--- src/sv/tks_pkg.sv ---
// Shared types, constants and ranking function for the top-k hit selector.
// No dependencies.
package tks_pkg;

  localparam int KEEP_COUNT_W = 7;
  localparam logic [KEEP_COUNT_W-1:0] KEEP_COUNT_RESET = 7'd64;
  localparam logic KIND_OFFER = 1'b0;
  localparam logic KIND_FLUSH = 1'b1;

  typedef struct packed {
    logic              kind;
    logic [31:0]       hit_id;
    logic signed [31:0] hit_score;
  } in_word_t;

  typedef struct packed {
    logic [31:0]       out_id;
    logic signed [31:0] out_score;
    logic              out_last;
  } out_word_t;

  typedef struct packed {
    logic [31:0]       id;
    logic signed [31:0] score;
  } hit_t;

  // control broadcast to every cell
  typedef struct packed {
    logic offer;  // insert the broadcast hit
    logic trunc;  // drop entries at or above the limit
    logic shift;  // move toward the head by one
  } cell_ctl_t;

  // a ranks strictly before b: higher score, then lower id
  function automatic logic ranks_before(hit_t a, hit_t b);
    ranks_before = (a.score > b.score) || ((a.score == b.score) && (a.id < b.id));
  endfunction

endpackage

--- src/sv/tks_cell.sv ---
// One slot of the sorted insertion chain.
// Depends on tks_pkg.
module tks_cell
  import tks_pkg::*;
(
  input  logic      clk,
  input  logic      rst_n,
  input  cell_ctl_t ctl,
  input  logic      allow,
  input  hit_t      new_hit,
  input  logic      prev_valid,
  input  hit_t      prev_hit,
  input  logic      prev_beat,
  input  logic      next_valid,
  input  hit_t      next_hit,
  output logic      valid,
  output hit_t      hit,
  output logic      beat
);

  logic valid_r, valid_nxt;
  hit_t hit_r, hit_nxt;

  // empty slot always loses to the new hit
  assign beat  = !valid_r || ranks_before(new_hit, hit_r);
  assign valid = valid_r;
  assign hit   = hit_r;

  always_comb begin
    valid_nxt = valid_r;
    hit_nxt   = hit_r;
    if (ctl.shift) begin
      valid_nxt = next_valid;
      hit_nxt   = next_hit;
    end else if (ctl.trunc) begin
      valid_nxt = valid_r & allow;
    end else if (ctl.offer) begin
      if (beat) begin
        if (prev_beat) begin
          valid_nxt = prev_valid;
          hit_nxt   = prev_hit;
        end else begin
          valid_nxt = 1'b1;
          hit_nxt   = new_hit;
        end
      end
      valid_nxt = valid_nxt & allow;
    end
  end

  always_ff @(posedge clk) begin
    if (!rst_n) begin
      valid_r <= 1'b0;
    end else begin
      valid_r <= valid_nxt;
    end
  end

  always_ff @(posedge clk) begin
    hit_r <= hit_nxt;
  end

endmodule

--- config.mk ---
export PLATFORM = sky130hd
export DESIGN_NAME = tks_cell
export DESIGN_NICKNAME = d
export VERILOG_FILES = /design/src/sv/tks_pkg.sv /design/src/sv/tks_cell.sv
export SDC_FILE = /design/constraint.sdc
export NUM_CORES = 1
export LEC_CHECK = 0
export ABC_CLOCK_PERIOD_IN_PS = 11300
export BUFFER_PORTS_ARGS = -buffer_cell sky130_fd_sc_hd__buf_2
export CORE_ASPECT_RATIO = 1.4
export CORE_UTILIZATION = 45
export DETAILED_ROUTE_END_ITERATION = 6
export PLACE_DENSITY = 0.82
export SKIP_CTS_REPAIR_TIMING = 1
export SYNTH_ARGS = -nofsm -noshare
export SYNTH_HDL_FRONTEND = slang
export SYNTH_SLANG_ARGS = --single-unit
--- constraint.sdc ---
create_clock -name clk -period 11.3 [get_ports clk]
set_input_delay 0.565 -clock clk [delete_from_list [all_inputs] [get_ports clk]]
set_output_delay 0.565 -clock clk [all_outputs]
set_load 0.01 [all_outputs]
# [Word level (Yosys, flattened, before mapping)]
# Cells that the tools add are included.
[totals] wordCells=30 romBits=0 memories=0 ff_bits=65 inputBits=201 out_inout_bits=66 ramBits=0 latch_bits=0
[op_classes] reduce_logical=8 n_eq_ne=2 n_mux=13 add_sub_neg=0 n_div=0 multipliers=0 magnitude_cmp=2 shifts=0 n_bitwise=2
[ops] cell="$mux 64" count=5
[ops] cell="$eq 32x32->1" count=1
[ops] cell="$gt 32x32->1" count=1
[ops] cell="$lt 32x32->1" count=1
[ops] cell="$mux 1" count=8
[ops] cell="$reduce_bool 2->1" count=2
[ops] cell="$reduce_and 3->1" count=1
[ops] cell="$reduce_bool 3->1" count=1
[ops] cell="$and 1x1->1" count=2
[ops] cell="$logic_or 1x1->1" count=2
[ops] cell="$ne 2x2->1 const B" count=1
[ops] cell="$logic_and 1x1->1" count=1
[ops] cell="$logic_not 1->1" count=1

# [Longest topological paths before layout]
[depth] word_depth=12 mapped_depth=8 depth_no_buf=8

# [Worst setup path after synthesis]
# Ideal clock, no wire load.
[synth_path] kind="input to register" start="in new_hit[15] (netlist bit)" end="reg hit_r (netlist bit hit[0]) (enable)" arrival_ns=5.157 path_slack_ns=5.619 required_time_ns=10.776 path_buffers=0 setup_ns=0.524 path_stages=7 cell_sequence="ha_1 nand4_1 nor3_1 a31oi_1 a21boi_0 a21oi_1 a31oi_1"
[synth_between] elab_chain_len=6 word_cells_on_any_way=7 classes_between="1 x order compare; 1 x eq/ne; 5 x reduce/logical"
[synth_lines] item="start, declared" line_no="tks_cell.sv:10" rtl="input hit_t new_hit,"
[synth_lines] item="branches (longest 2 deep; another with $gt 32x32->1)"
[synth_lines] item="$logic_or 1x1->1 (*)" line_no="tks_pkg.sv:36" rtl="ranks_before = (a.score > b.score) || ((a.score == b.score) && (a.id < b.id));"
[synth_lines] item="$logic_or 1x1->1 (*)" line_no="tks_cell.sv:25" rtl="assign beat = !valid_r || ranks_before(new_hit, hit_r);"
[synth_lines] item="$reduce_bool 2->1 (no line) (*)"
[synth_lines] item="$reduce_and 3->1 (no line) (*)"
[synth_lines] item="end signal, assigned" line_no="tks_cell.sv:60" rtl="hit_r <= hit_nxt;"
[synth_lines] item="end, declared" line_no="tks_cell.sv:22" rtl="hit_t hit_r, hit_nxt;"
# Mark *: on every way between the ends.
# A chain may end at the register's enable or synchronous reset.

# [Final worst setup path]
[layout_path] start="reg hit_r (netlist bit hit[19])" end="out beat"
[layout_between] elab_chain_len=4 word_cells_on_any_way=5 classes_between="1 x order compare; 1 x eq/ne; 3 x reduce/logical"
[layout_lines] item="branches (longest 2 deep; another with $gt 32x32->1)"
[layout_lines] item="$logic_or 1x1->1 (*)" line_no="tks_pkg.sv:36"
[layout_lines] item="$logic_or 1x1->1 (*)" line_no="tks_cell.sv:25"
[layout_lines] item="end, declared" line_no="tks_cell.sv:18" rtl="output logic beat"
# Marks and branches as above.

==> flow_metrics.py <==
metrics = {
    "flow_run": {
        "maxCapViolCount": 0,
    },
    "worst_setup_path": {
        "rr_worst_depth": 9,
        "worstPathRequired_ns": 10.74,
        "slowest_stage": "or4b_4",
        "cp_slowest_stage_delay_ns": 0.53,
        "crit_path_max_fanout": 3,
        "crit_type": "flop to output pin",
        "cp_num_buf_inv": 2,
        "rrSetupSlack_ns": 8.12,
        "crit_path_end_kind": "output pin",
        "critPathLaunchType": "flop",
        "path_cells": "inv_1 > ha_1 > a21oi_2 > o21ai_1 > a2111oi_2 > or4b_4 > a21oi_1 > nand2_1 > buf_2",
        "crit_family": "compound AO/OA/AOI/OAI gates",
        "cp_data_arrival_time_ns": 2.76,
        "cp.depth": 9,
    },
    "clock_tree": {
        "path_clk_slew_ns": 0.05,
        "cts_tree": "yes",
        "cts.sinks": 65,
        "clock_latency_ns": 0.33,
        "cts_buffers": 9,
        "clockRootBuffer": "clkbuf_16",
        "h-tree-depth": 3,
        "cts_max_path_buffers": 2,
    },
    "sta": {
        "final-setup-viol-count": 0,
        "fmax_mhz": 301,
        "fin_crit_ns": 3.33,
        "tightest_slew_ns": 1.09,
        "fin_ws_ns": 7.97,
        "finClkSkew_ns": 0.00707,
        "tns_ns": 0,
        "finalHoldViolCount": 0,
        "max_slew_margin_pct": 27.6,
        "rsz0062_at_grt": "false",
        "finalCritPeriodShare_pct": 29.4,
        "slew_viol_final": 0,
    },
    "die": {
        "fp.coreArea_um2": 10500,
        "die-area_um2": 11400,
        "start_util_pct": 46.9,
        "num_rows": 44,
        "dieWidth_um": 90.4,
        "io_pins": 267,
        "dieHeight_um": 126,
    },
    "place": {
        "dpl.hpwl_um": 11300,
        "io_buffers": 266,
        "dp_slack_ns": 7.85,
        "gp_congestion": 0.836,
    },
    "synth": {
        "synth-seq-area-share_pct": 39.4,
        "synth_nets": 783,
        "yosysWarningCount": 0,
        "synth-edff-count": 64,
        "netlist_area_um2": 4930,
        "ys_ff_latch": 65,
        "ys.flop_type": "edfxtp_1",
        "netlist_instances": 519,
        "ys_types": 39,
        "async_reset_ff_share_pct": 0,
        "postSynthAreaPerCell_um2": 9.50,
    },
    "detailed_routing": {
        "drt-pass1-iter-count": 4,
        "routedWlPerCell_um": 15.2,
        "drtAntennaViolNets": 0,
        "drtIter0Drc": 159,
        "via_per_inst": 5.26,
        "num_vias": 4846,
        "routed_wl_um": 14000,
        "drc": 0,
    },
    "global_routing": {
        "grt_pass1_wl_um": 22300,
        "grt_max_degree": 69,
        "antenna_found_initial": 1,
        "grt_usage_pct": 24.8,
        "grt_remaining_overflow": 0,
        "grt_pass1_vias": 4886,
    },
    "pwr": {
        "power_leakage_nw": 3.48,
        "power_mw": 0.804,
        "power_density_nw_per_um2": 120,
        "ir_drop_mv": 0.0723,
    },
    "worst_hold_path": {
        "min_path_type": "input pin to flop",
        "worstHoldPathCells": 3,
    },
    "layout": {
        "area_growth_pct": 35.9,
        "drive_gt1_share_pct": 36.8,
        "num-nets-final": 1041,
    },
    "run_status": {
        "status": "finished, final reports clean",
    },
}
cell usage after synthesis, types with 3 or more instances:
cell | count | area [um^2]
nand4_1 | 15 | 93.8
o21ai_0 | 71 | 355
nor2b_1 | 4 | 25.0
a31oi_1 | 3 | 18.8
a21oi_1 | 24 | 120
clkbuf_1 | 16 | 60.1
nor4_1 | 3 | 18.8
nor2_1 | 10 | 37.5
buf_2 | 5 | 25.0
mux2i_1 | 64 | 641
ha_1 | 63 | 788
edfxtp_1 | 64 | 1920
nand2_1 | 75 | 282
inv_1 | 64 | 240
nand2b_1 | 5 | 31.3
a21o_1 | 4 | 30.0
nand3_1 | 4 | 20.0
flip-flops by register name, indices dropped and copies added (netlist names):
register / cells
valid: 1
hit: 64
layout make-up:
| cell class | instances | area, um^2 |
|---|---|---|
| diodes | 1 | 2.50 |
| clock buffers | 10 | 229 |
| clock inverters | 6 | 82.6 |
| fillers | 868 | 3820 |
| inverters | 64 | 240 |
| multi-input cells | 369 | 2680 |
| flip-flops and latches | 65 | 1940 |
| well taps | 138 | 173 |
| repair buffers | 268 | 1350 |
worst reg2reg max path: cells and delay by family, from the launching register on:
family | cells | cell delay, ns
adder cells (fa/ha/maj) | 1 | 0.32
flip-flops | 1 | 0.35
AO/OA/AOI/OAI | 2 | 0.49
buffers and inverters | 2 | 0.71
AND/OR/NAND/NOR | 4 | 0.86
per-stage QoR:
| step | hold slack (ns) | utilization [%] | instance area [um^2] | std cells |
|---|---|---|---|---|
| 3_5_place_dp | 0.801 | 60.7 | 6380 | 904 |
| 2_1_floorplan | 0.709 | - | 4930 | 519 |
| 3_3_place_gp | 0.771 | 60.7 | 6380 | 904 |
| 4_1_cts | 0.502 | 63.7 | 6690 | 920 |
| 6_report | 0.513 | 63.7 | 6700 | 921 |
| 5_1_grt | 0.520 | 63.7 | 6700 | 921 |
logic make-up after synthesis:
group	Yosys count	share of synthesized area (%)
mux	64	13.0
buf+inv	85	6.60
simple gates	123	11.4
compound gates	119	13.6
flops	65	39.4
fa+ha+maj	63	16.0
where the power goes:
group / internal [mW] / leakage (nW) / switching [mW] / total [mW]
Sequential: 0.296 / 0.656 / 0.0127 / 0.309
Clock: 0.192 / 0.152 / 0.100 / 0.292
Combinational: 0.0926 / 2.67 / 0.111 / 0.204
Total: 0.581 / 3.48 / 0.224 / 0.804
routing by layer:
metal	up-vias	global-route usage [%]	wire length (um)
li1	2388	-	-
met1	2197	26.0	5210
met2	218	46.3	7530
met3	43	5.31	765
met4	0	12.6	480
met5	-	0	0
cell usage in the layout, fill, tap and decap left out, drive strengths merged, types with 2 or more instances in the layout:
cell and instances:
a211oi 3, a21boi 2, a21o 4, a21oi 25
a31oi 3, buf 268, bufinv 2, clkbuf 10
clkinv 3, edfxtp 64, ha 63, inv 64
mux2i 64, nand2 75, nand2b 5, nand3 4
nand4 15, nor2 10, nor2b 4, nor3 2
nor4 3, o21ai 72
final timing paths:
kind	startpoint	endpoint
worst max-delay path	hit[19]	beat
worst min-delay path	next_hit[4]	hit[4]
worst max register to register	hit[15]	hit[22]
worst min register to register	valid	valid
Power figures use the tool's default switching activity.
